### config.mk
export PLATFORM = sky130hd
export DESIGN_NAME = bca_ctrl
export DESIGN_NICKNAME = d
export VERILOG_FILES = /design/src/hw/rtl/bca_pkg.sv /design/src/hw/rtl/bca_ctrl.sv
export SDC_FILE = /design/constraint.sdc
export NUM_CORES = 1
export LEC_CHECK = 0
export ABC_AREA = 0
export BUFFER_PORTS_ARGS = -buffer_cell sky130_fd_sc_hd__buf_2
export CORE_AREA = 5 5 42 44
export CTS_CLUSTER_SIZE = 40
export DETAILED_ROUTE_END_ITERATION = 12
export DIE_AREA = 0 0 47 49
export PLACE_DENSITY = 0.73
export SLEW_MARGIN = 20
export SYNTH_ARGS = -nofsm -noshare
export SYNTH_HDL_FRONTEND = slang
export SYNTH_SLANG_ARGS = --single-unit
### constraint.sdc
create_clock -name i_clk -period 3.4 [get_ports i_clk]
set_input_delay 0.34 -clock i_clk [delete_from_list [all_inputs] [get_ports i_clk]]
set_output_delay 0.34 -clock i_clk [all_outputs]
set_load 0.005 [all_outputs]
### src/hw/rtl/bca_pkg.sv
// ----------------------------------------------------------------------------
// bca_pkg: shared types and constants for the block chain allocator
// Request and status codes, controller states and the command/status
// bundles between controller and datapath.
// ----------------------------------------------------------------------------
package bca_pkg;

    localparam int FIELD_W = 11;

    localparam logic [2:0] REQ_ALLOC      = 3'd0;
    localparam logic [2:0] REQ_FREE       = 3'd1;
    localparam logic [2:0] REQ_FREE_CHAIN = 3'd2;
    localparam logic [2:0] REQ_SET_LINK   = 3'd3;
    localparam logic [2:0] REQ_READ_LINK  = 3'd4;

    typedef enum logic [1:0] {
        ST_OK    = 2'd0,
        ST_FULL  = 2'd1,
        ST_RANGE = 2'd2,
        ST_LIMIT = 2'd3
    } t_status;

    typedef enum logic [3:0] {
        S_CLEAR,
        S_IDLE,
        S_ALC_RD,
        S_ALC_CHK,
        S_FREE_CHK,
        S_FREE_UPD,
        S_CH_CHK,
        S_CH_UPD,
        S_LNK_SET,
        S_LNK_RD,
        S_LNK_CAP,
        S_DONE
    } t_state;

    typedef struct packed {
        logic    accept;       // latch request, init scan and result
        logic    clr_wr;       // clear one map word, advance clear pointer
        logic    map_rd_scan;  // read map word at scan pointer
        logic    scan_adv;     // move scan to next word
        logic    alloc_commit; // mark found block used, link to end, move hint
        logic    map_rd_cur;   // read map word holding current block
        logic    link_rd_cur;  // read link of current block
        logic    free_upd;     // clear current block bit, lower hint, count
        logic    chain_next;   // current block <= link just read
        logic    link_wr_tgt;  // write link target to current block
        logic    link_cap;     // result block <= link just read
        logic    set_status;
        t_status status_val;
        logic    out_load;
    } t_cmd;

    typedef struct packed {
        logic cur_in_range;
        logic cur_is_end;
        logic freed_full;
        logic clr_last;
        logic found;
        logic scan_last;
        logic out_free;
    } t_sts;

endpackage

### src/hw/rtl/bca_ctrl.sv
// ----------------------------------------------------------------------------
// bca_ctrl: allocator controller
// Sequences the map clear after reset and each request type, driving
// datapath commands from datapath status.
// ----------------------------------------------------------------------------
module bca_ctrl import bca_pkg::*; (
    input  logic       i_clk,
    input  logic       i_rst_n,
    input  logic       i_in_valid,
    input  logic [2:0] i_req_type,
    input  t_sts       i_sts,
    output logic       o_in_ready,
    output t_cmd       o_cmd
);

    t_state r_state;
    t_state n_state;

    always_ff @(posedge i_clk) begin
        if (!i_rst_n) begin
            r_state <= S_CLEAR;
        end else begin
            r_state <= n_state;
        end
    end

    always_comb begin
        n_state    = r_state;
        o_in_ready = 1'b0;
        o_cmd      = '0;
        case (r_state)
            S_CLEAR: begin
                o_cmd.clr_wr = 1'b1;
                if (i_sts.clr_last) begin
                    n_state = S_IDLE;
                end
            end
            S_IDLE: begin
                o_in_ready = 1'b1;
                if (i_in_valid) begin
                    o_cmd.accept = 1'b1;
                    case (i_req_type)
                        REQ_ALLOC:      n_state = S_ALC_RD;
                        REQ_FREE:       n_state = S_FREE_CHK;
                        REQ_FREE_CHAIN: n_state = S_CH_CHK;
                        REQ_SET_LINK:   n_state = S_LNK_SET;
                        REQ_READ_LINK:  n_state = S_LNK_RD;
                        default:        n_state = S_DONE;
                    endcase
                end
            end
            S_ALC_RD: begin
                o_cmd.map_rd_scan = 1'b1;
                n_state = S_ALC_CHK;
            end
            S_ALC_CHK: begin
                if (i_sts.found) begin
                    o_cmd.alloc_commit = 1'b1;
                    n_state = S_DONE;
                end else if (i_sts.scan_last) begin
                    o_cmd.set_status = 1'b1;
                    o_cmd.status_val = ST_FULL;
                    n_state = S_DONE;
                end else begin
                    o_cmd.scan_adv = 1'b1;
                    n_state = S_ALC_RD;
                end
            end
            S_FREE_CHK: begin
                if (i_sts.cur_in_range) begin
                    o_cmd.map_rd_cur = 1'b1;
                    n_state = S_FREE_UPD;
                end else begin
                    o_cmd.set_status = 1'b1;
                    o_cmd.status_val = ST_RANGE;
                    n_state = S_DONE;
                end
            end
            S_FREE_UPD: begin
                o_cmd.free_upd = 1'b1;
                n_state = S_DONE;
            end
            S_CH_CHK: begin
                if (i_sts.cur_is_end) begin
                    n_state = S_DONE;
                end else if (!i_sts.cur_in_range) begin
                    o_cmd.set_status = 1'b1;
                    o_cmd.status_val = ST_RANGE;
                    n_state = S_DONE;
                end else if (i_sts.freed_full) begin
                    o_cmd.set_status = 1'b1;
                    o_cmd.status_val = ST_LIMIT;
                    n_state = S_DONE;
                end else begin
                    o_cmd.map_rd_cur  = 1'b1;
                    o_cmd.link_rd_cur = 1'b1;
                    n_state = S_CH_UPD;
                end
            end
            S_CH_UPD: begin
                o_cmd.free_upd   = 1'b1;
                o_cmd.chain_next = 1'b1;
                n_state = S_CH_CHK;
            end
            S_LNK_SET: begin
                if (i_sts.cur_in_range) begin
                    o_cmd.link_wr_tgt = 1'b1;
                end else begin
                    o_cmd.set_status = 1'b1;
                    o_cmd.status_val = ST_RANGE;
                end
                n_state = S_DONE;
            end
            S_LNK_RD: begin
                if (i_sts.cur_in_range) begin
                    o_cmd.link_rd_cur = 1'b1;
                    n_state = S_LNK_CAP;
                end else begin
                    o_cmd.set_status = 1'b1;
                    o_cmd.status_val = ST_RANGE;
                    n_state = S_DONE;
                end
            end
            S_LNK_CAP: begin
                o_cmd.link_cap = 1'b1;
                n_state = S_DONE;
            end
            S_DONE: begin
                // wait for the output register to be free
                if (i_sts.out_free) begin
                    o_cmd.out_load = 1'b1;
                    n_state = S_IDLE;
                end
            end
            default: begin
                n_state = S_IDLE;
            end
        endcase
    end

endmodule

==> impl_metrics.yaml, run 1 <==
status:
  outcome: "finished, final reports clean"
synthesis:
  synth_seq_cells: 4
  syn_nets: 98
  netlist_area_um2: 529
  synth.distinct_cells: 33
  yosys-top-cells-area: "dfxtp_1 (15%), nor2_1 (9.9%), nand2_1 (7.1%)"
  ys_seq_area_share_pct: 15.1
  synth_edf_count: 0
  synthCells: 85
  yosysTopAreaCell: "dfxtp_1"
  ys.warnings.count: 0
  postSynthAreaPerCell_um2: 6.23
  synth_top_area_share_pct: 15.1
  async_flop_share_pct: 0
  ys.flop_type: "dfxtp_1"
sta:
  finalHoldWorstSlack_ps: 367
  hold_violations: 0
  final_max_slew_viol_count: 0
  rsz0062_at_grt: "no"
  fin_ws_ps: 1380
  worst_slew_pin_slew_ps: 524
  finalClockSkew_ps: 1.27
  setup_viol: 0
  min_period_over_period_pct: 59.3
  finalSetupTns_ps: 0
  slew_headroom_pct: 65.0
  fmax_mhz: 496
  min_period_ps: 2020
setup_path:
  worstPathMaxFanout: 14
  crit_type: "register to output pin"
  crit_path_cell_trace: "nand2_1, nor3_1, nand3b_1, o21ai_0, buf_2"
  crit_cells: 5
  crit_slowest_cell: "dfxtp_1"
  crit_path_end_kind: "output pin"
  critPathBufInv: 1
  cp.arrival_ps: 1680
  max_stage_delay_ps: 560
  reg2reg_depth: 4
  start_kind: "register"
  reg2reg_slack_ps: 1850
  cp_top_family: "simple AND/OR/NAND/NOR gates"
  cp.required_ps: 3060
grt:
  antenna_found_initial: 0
  grt_pass1_vias: 586
  grt_pass1_wl_mm: 2.24
  grt_max_degree: 18
  grt-ovfl-total: 0
  grtUsageTotal_pct: 12.5
placed_design:
  gp_congestion: 0.803
  post_dp_cell_area_um2: 654
  port-buffer-count: 28
  dpl_worst_slack_ps: 1620
  hpwl_mm: 1.17
  dp.cells: 123
final_layout:
  area_growth_pct: 27.9
  top_regs: "r_state (4)"
  final_common_cell: "buf_2"
  drive_gt1_share_pct: 28.2
  final_cell_mix: "buf_2 (28), nor2_1 (14), nand2_1 (10), a21oi_1 (7), nor3_1 (5)"
  antennaDiodeCount: 0
  final_area_um2: 677
  final_core_util_pct: 48.3
  instances_no_fill: 126
  seqCellArea_um2: 80.1
  largest_register: "r_state"
  fill_cells: 148
  multi_input_comb_area_um2: 407
  nets: 125
  largest_register_ffs: 4
clock_tree:
  post_cts_buffers: 0
  cts_resized: 0
  h-tree-depth: 1
  hold_buffers: 0
  cts_tree: "built"
  cts_buffers: 3
  clkLatencyLatePin_ps: 230
  clk_path_buf_depth: 2
  clock-root-buffer: "clkbuf_4"
  clk_pin_slew_ps: 40
  clock-sinks: 4
floorplanning:
  die_h_um: 49
  core_um2: 1400
  num_rows: 14
  die_area_um2: 2300
  die_w_um: 47
  ioPinCount: 29
  initial_core_util_pct: 37.8
routing:
  drc: 0
  met3WireLength_um: 89
  wl_met1_um: 667
  drt_wl_total_mm: 1.44
  highest_layer: "met3"
  ant_nets: 0
  dr.pass1.iters: 4
  via_count: 680
  wl_per_cell_um: 11.4
  viasPerCell: 5.40
  wl_met2_um: 678
  detail_route.iter0.violations: 12
power_and_ir_drop:
  finalPower_mw: 0.160
  p_per_area_nw_per_um2: 236
  vdd_drop_max_mv: 0.159
  p_leak_nw: 0.344
run:
  cap_violations: 0
hold_path:
  hp-class: "primary input to register"
  whs_path_depth: 3
power by group:
part	internal [mW]	switching, mW	leakage, nW
sequential	0.0492	0.00782	0.0326
combinational	0.0225	0.0237	0.298
clock	0.0393	0.0168	0.0138
Yosys cell counts (all sizes together) (2+ instances only):
cell	n
nand2b	3
a31oi	2
a21oi	7
nand3b	2
o21ai	4
nor4	2
and2	2
dfxtp	4
buf	5
nor2	14
nand3	3
nor3	5
o41ai	2
mux2i	2
nand2	10
nor3b	2
inv	2
worst reg2reg max path, delay by kind of cell (launching register included):
family / cells / cell delay, ps
AO/OA/AOI/OAI: 2 / 320
AND/OR/NAND/NOR: 2 / 750
flip-flops: 1 / 420
cell families after synthesis:
logic type	after synthesis	synth area share, %
AO/OA/AOI/OAI	22	26.5
XOR/XNOR	1	1.66
buffers and inverters	8	8.04
flip-flops	4	15.1
multiplexers	2	3.78
AND/OR/NAND/NOR	48	44.9
final timing paths:
path / to / from
setup / recovery: o_cmd[1] / r_state[1]
hold / removal: r_state[0] / i_rst_n
setup reg to reg: r_state[2] / r_state[1]
hold reg to reg: r_state[1] / r_state[1]
final cells by class:
| cell class | count | area share (%) |
|---|---|---|
| inverter | 2 | 1.11 |
| multi-input combinational | 73 | 60.1 |
| sequential | 4 | 11.8 |
| clock buffer | 3 | 3.33 |
| tap | 16 | 2.96 |
| timing repair buffer | 28 | 20.7 |
metal layers:
layer,track usage (%),up-vias
met5,0,-
met4,1.38,0
met3,3.32,0
met2,19.2,22
met1,17.5,300
li1,-,358
(Power assumes the default switching activity.)
==> inputs of run 2 (changes only) <==
--- a/config.mk
+++ b/config.mk
@@ -5,12 +5,12 @@
 export SDC_FILE = /design/constraint.sdc
 export NUM_CORES = 1
 export LEC_CHECK = 0
-export ABC_AREA = 0
+export ABC_AREA = 1
 export BUFFER_PORTS_ARGS = -buffer_cell sky130_fd_sc_hd__buf_2
-export CORE_AREA = 5 5 42 44
+export CORE_MARGIN = 5
+export CORE_UTILIZATION = 39
 export CTS_CLUSTER_SIZE = 40
 export DETAILED_ROUTE_END_ITERATION = 12
-export DIE_AREA = 0 0 47 49
 export PLACE_DENSITY = 0.73
 export SLEW_MARGIN = 20
 export SYNTH_ARGS = -nofsm -noshare
==> constraint.sdc (replaced) <==
create_clock -name i_clk -period 1.7 [get_ports i_clk]
set_input_delay 0.17 -clock i_clk [delete_from_list [all_inputs] [get_ports i_clk]]
set_output_delay 0.17 -clock i_clk [all_outputs]
set_load 0.005 [all_outputs]
==> run 2 against run 1 <==
  * Combinational power grew to 13 times the previous value
  * Register-to-register slack worse by 1500 ps
  * Clock skew is 11 ps higher
  * Setup slack worse by 1300 ps
  * Area after synthesis is 4.7% higher
  * Routed wire length is 12% higher
  * First-iteration DRC count is 75% higher
  * Global-route usage is 3.9 points higher
  * Final cell count is 23% higher
  * Cell area is 10% higher
  * Sequential share of layout area is 0.94 points lower
  * Sequential cell count stayed put
  * Critical endpoint is now o_cmd[8]
  * Largest power group is now combinational logic
==> impl_metrics.yaml, run 2 <==
grt:
  antenna_found_initial: 0
  grt_max_degree: 8
  grt_pass1_wl_mm: 2.62
  grt_pass1_vias: 662
  grt-ovfl-total: 0
  grtUsageTotal_pct: 16.4
sta:
  finalSetupTns_ps: 0
  slew_headroom_pct: 79.2
  hold_violations: 0
  setup_viol: 0
  fmax_mhz: 634
  rsz0062_at_grt: "no"
  min_period_over_period_pct: 92.8
  final_max_slew_viol_count: 0
  min_period_ps: 1580
  worst_slew_pin_slew_ps: 311
  fin_ws_ps: 122
  finalClockSkew_ps: 12.6
routing:
  ant_nets: 0
  drt_wl_total_mm: 1.61
  viasPerCell: 4.95
  detail_route.iter0.violations: 21
  via_count: 767
  wl_per_cell_um: 10.4
  drc: 0
  dr.pass1.iters: 4
hold_path:
  hp-class: "primary input to register"
setup_path:
  critPathBufInv: 2
  crit_slowest_cell: "dfxtp_1"
  start_kind: "register"
  max_stage_delay_ps: 380
  worstPathMaxFanout: 6
  crit_type: "register to output pin"
  cp.required_ps: 1530
  cp_top_family: "simple AND/OR/NAND/NOR gates"
  crit_path_end_kind: "output pin"
  cp.arrival_ps: 1410
  crit_path_cell_trace: "inv_1, nor2_4, nand2_2, nor3_2, o21bai_1, buf_2"
final_layout:
  largest_register: "r_state"
  drive_gt1_share_pct: 31.4
  largest_register_ffs: 4
  top_regs: "r_state (4)"
  antennaDiodeCount: 0
  final_cell_mix: "buf_2 (28), nor2_1 (25), nand2_1 (25), inv_1 (20), nand3_1 (12)"
  multi_input_comb_area_um2: 402
  area_growth_pct: 34.8
  nets: 155
  fill_cells: 142
  final_common_cell: "buf_2"
  seqCellArea_um2: 81.3
clock_tree:
  cts_buffers: 3
  clkLatencyLatePin_ps: 250
  clock-sinks: 4
  clk_path_buf_depth: 2
  cts_tree: "built"
  clk_pin_slew_ps: 40
  clock-root-buffer: "clkbuf_4"
  h-tree-depth: 1
  hold_buffers: 0
synthesis:
  yosys-top-cells-area: "nand2_1 (18%), nor2_1 (17%), dfxtp_1 (14%)"
  syn_nets: 122
  synthCells: 109
  synth_common_cells: "nand2_1 (26), nor2_1 (25), inv_1 (20)"
  synth.distinct_cells: 21
  postSynthAreaPerCell_um2: 5.09
  synth_edf_count: 0
  ys.warnings.count: 0
  yosysTopAreaCell: "nand2_1"
  synth_top_area_share_pct: 17.6
  ys_seq_area_share_pct: 14.4
  ys.flop_type: "dfxtp_1"
  synth_most_common_cell: "nand2_1"
  netlist_area_um2: 554
  synth_seq_cells: 4
  async_flop_share_pct: 0
placed_design:
  gp_congestion: 0.841
  hpwl_mm: 1.33
  dpl_worst_slack_ps: 335
  port-buffer-count: 28
run:
  cap_violations: 0
power_and_ir_drop:
  finalPower_mw: 0.895
  p_per_area_nw_per_um2: 1200
  p_leak_nw: 0.477
  vdd_drop_max_mv: 0.528
floorplanning:
  num_rows: 13
  die_area_um2: 2280
  core_um2: 1320
  die_w_um: 47.7
  ioPinCount: 29
  initial_core_util_pct: 42.1
  die_h_um: 47.7
status:
  outcome: "finished, final reports clean"
## run 2: changes by cell type after synthesis, sizes merged, moves of 5 or more
cell / delta
nand3: +10
buf: -5
nand2: +17
inv: +20
nor2: +14
## run 2: worst paths after layout
| check | startpoint | to | slack (ps) | cells after the start |
|---|---|---|---|---|
| worst max-delay path | r_state[2] | o_cmd[8] | 120 | 6 |
| worst min-delay path | i_rst_n | r_state[3] | 190 | 3 |
| worst max register to register | r_state[3] | r_state[1] | 350 | 7 |
| worst min register to register | r_state[0] | r_state[0] | 700 | 5 |
## run 2: final cells by class
| class | instances | share of cell area, % |
|---|---|---|
| timing repair buffer | 28 | 18.8 |
| clock buffer | 3 | 3.02 |
| inverter | 22 | 11.1 |
| tap | 15 | 2.51 |
| sequential | 4 | 10.9 |
| multi-input combinational | 83 | 53.8 |
## run 2: worst min-delay path, stage by stage
cell	delay (ps)
buf_2	100
inv_1	80
a21oi_1	40
## run 2: cell families (layout without fill, tap and decap cells)
family / count (synthesis) / in the layout / share of synthesized area [%]
and+or+nand+nor: 75 / 75 / 62.1
buffers and inverters: 22 / 53 / 14.9
AOI/OAI and AO/OA: 8 / 8 / 8.58
DFF: 4 / 4 / 14.4
## run 2: what timing repair did
item	4_1_cts	5_1_grt
endpoints found under the setup margin	0	3
resized for setup	0	3
buffers inserted	0	0
## run 2: report_power, final
group,leakage (nW),internal (mW),switching (mW)
Sequential,0.0332,0.128,0.0479
Clock,0.0138,0.0796,0.0492
Combinational,0.430,0.218,0.372
## run 2: per-layer routing
metal  share of wire [%]  vias to the layer above  global-route usage, %
li1                    -                      406                      -
met1                  43                      333                   20.7
met2                  46                       26                   26.1
met3                 8.9                        2                   2.26
met4                 1.7                        0                   9.68
met5                   0                        -                      0
## run 2: per-stage QoR
step	hold slack (ps)	std cells	util, %	area (µm²)
after detailed placement	454	152	54.1	713
after floorplan	320	109	-	554
after global placement	446	152	54.1	713
after global routing	213	155	56.7	747
after CTS	191	155	55.8	736
final	193	155	56.7	747
==> inputs of run 3 (changes only) <==
--- a/config.mk
+++ b/config.mk
@@ -5,10 +5,11 @@
 export SDC_FILE = /design/constraint.sdc
 export NUM_CORES = 1
 export LEC_CHECK = 0
-export ABC_AREA = 1
+export ABC_AREA = 0
 export BUFFER_PORTS_ARGS = -buffer_cell sky130_fd_sc_hd__buf_2
+export CAP_MARGIN = 20
 export CORE_MARGIN = 5
-export CORE_UTILIZATION = 39
+export CORE_UTILIZATION = 38
 export CTS_CLUSTER_SIZE = 40
 export DETAILED_ROUTE_END_ITERATION = 12
 export PLACE_DENSITY = 0.73
==> run 3 against run 2 <==
  * Final cell count fell by 14%
  * Die area fell by 1.6%
  * Fmax fell by 4.1%
  * Global-route usage fell by 0.45 points
  * Sequential cell count did not move
  * Largest cell class unchanged
  * Critical endpoint is now o_cmd[3]
  * Via count rose by 0.78%
  * Sequential power fell by 39%
  * Clock-buffer cell count did not move
  * Critical path type unchanged
  * Non-clock buffer count rose by 8
  * Setup slack got worse by 67 ps
==> impl_metrics.yaml, run 3 (same netlist as run 1, synthesis figures left out) <==
placed_design:
  port-buffer-count: 28
  dpl_worst_slack_ps: 152
  gp_congestion: 0.797
  hpwl_mm: 1.33
hold_path:
  hp-class: "primary input to register"
  whs_path_depth: 3
  whs_endpoint: "r_state[0]"
  hold_path_startpoint: "i_rst_n"
routing:
  drc: 0
  dr.pass1.iters: 4
  viasPerCell: 5.81
  drt_wl_total_mm: 1.74
  detail_route.iter0.violations: 37
  via_count: 773
  wl_per_cell_um: 13.1
  ant_nets: 0
power_and_ir_drop:
  p_sw_mw: 0.112
  p_leak_nw: 0.396
  finalPower_mw: 0.341
  p_int_mw: 0.229
  sw_frac_of_total_pct: 32.8
  power_frac_comb_pct: 33.0
  p_per_area_nw_per_um2: 449
  seqPwrFrac_pct: 31.6
  power_frac_clock_pct: 35.4
  vdd_drop_max_mv: 0.285
setup_path:
  worstPathMaxFanout: 10
  reg2reg_depth: 5
  rr_startpoint: "r_state[2]"
  crit_type: "register to output pin"
  cp.required_ps: 1530
  cp.arrival_ps: 1480
  reg2reg_slack_ps: 260
  crit_path_end_kind: "output pin"
  r2r_end: "r_state[3]"
  start_kind: "register"
sta:
  fmax_mhz: 608
  worst_slew_pin_slew_ps: 298
  min_period_ps: 1650
  setup_viol: 0
  finalHoldWorstSlack_ps: 175
  fin_ws_ps: 54.9
  rsz0062_at_grt: "yes"
  final_max_slew_viol_count: 0
  slew_headroom_pct: 79.9
  finalClockSkew_ps: 1.45
  min_period_over_period_pct: 96.8
  hold_violations: 0
  finalSetupTns_ps: 0
run:
  cap_violations: 0
grt:
  grt-ovfl-total: 0
  antenna_found_initial: 0
  grt_pass1_vias: 628
  grt_pass1_wl_mm: 2.59
  grt_max_degree: 17
  grtUsageTotal_pct: 15.9
final_layout:
  antennaDiodeCount: 0
  largest_register_ffs: 4
  final_common_cell: "buf_2"
  final_cell_mix: "buf_2 (28), nor2_1 (13), nand2_1 (10), buf_4 (8), a21oi_1 (7)"
  final_core_util_pct: 57.5
  nets: 133
  fill_cells: 138
  drive_gt1_share_pct: 39.0
  top_regs: "r_state (4)"
  area_growth_pct: 43.3
  largest_register: "r_state"
clock_tree:
  hold_buffers: 0
  clock-sinks: 4
  cts_buffers: 3
  cts_tree: "built"
  h-tree-depth: 1
  clk_pin_slew_ps: 40
  clock-root-buffer: "clkbuf_4"
  clkLatencyLatePin_ps: 240
  clk_path_buf_depth: 2
floorplanning:
  initial_core_util_pct: 40.2
  core_um2: 1320
  die_w_um: 47.3
  ioPinCount: 29
  num_rows: 13
  die_area_um2: 2240
  die_h_um: 47.3
status:
  outcome: "finished, final reports clean"
==> run 3: cell count changes in the layout (fill, tap and decap cells not counted), moves of 3 or more <==
cell	delta
a21oi_1	+3
dfxtp_4	+3
nand2b_1	+3
nor3_1	+3
nand3_1	-9
nor2_1	-12
buf_4	+8
inv_1	-18
nand2_1	-15
dfxtp_1	-3
==> run 3: worst max-delay path by stage <==
stage / start / end / slack (ps) / cells after the start
global placement: r_state[2] / o_cmd[3] / 210 / 5
detailed placement: r_state[1] / o_cmd[1] / 150 / 5
CTS: r_state[2] / o_cmd[3] / 20 / 5
floorplan: r_state[0] / o_cmd[1] / 330 / 5
finish: r_state[0] / o_cmd[3] / 50 / 5
global route: r_state[1] / o_cmd[1] / -10 / 5
==> run 3: stage by stage <==
step	instance area [µm²]	cells
after CTS	703	128
after floorplan	529	85
final	758	133
after global placement	676	125
after detailed placement	676	125
after global routing	758	133
==> run 3: power by group through the flow <==
| stage | Sequential [mW] | Clock [mW] | Combinational, mW |
|---|---|---|---|
| final | 0.108 | 0.120 | 0.113 |
| after global placement | 0.111 | 0 | 0.102 |
| after global routing | 0.108 | 0.132 | 0.124 |
| after floorplan | 0.101 | 0 | 0.0708 |
| after detailed placement | 0.111 | 0 | 0.105 |
| after CTS | 0.111 | 0.119 | 0.106 |
==> run 3: layer usage <==
metal / vias up / part of all wire, % / track usage, %
li1: 379 / - / -
met1: 351 / 40 / 20.9
met2: 41 / 48 / 25.1
met3: 2 / 10 / 2.30
met4: 0 / 1.1 / 7.73
met5: - / 0 / 0
==> run 3: area by class of cell <==
| class | instances | area [µm²] | area share, % |
|---|---|---|---|
| Multi-Input combinational cell | 73 | 417 | 55.0 |
| Timing Repair Buffer | 36 | 200 | 26.4 |
| Sequential cell | 4 | 92.6 | 12.2 |
| Clock buffer | 3 | 22.5 | 2.97 |
| Tap cell | 15 | 18.8 | 2.48 |
| Inverter | 2 | 7.51 | 0.990 |
==> run 3: worst max-delay path, cell delays in order, from the launching register on <==
cell and delay (ps):
dfxtp_4 380, or3b_4 410, a21oi_1 130, o21ai_1 100, nand3_1 100, buf_2 110
==> run 3: timing repair <==
item / CTS / global route
endpoints found under the setup margin: 4 / 3
setup buffers: 0 / 5
gates resized for setup: 4 / 6
pin swaps: 0 / 2
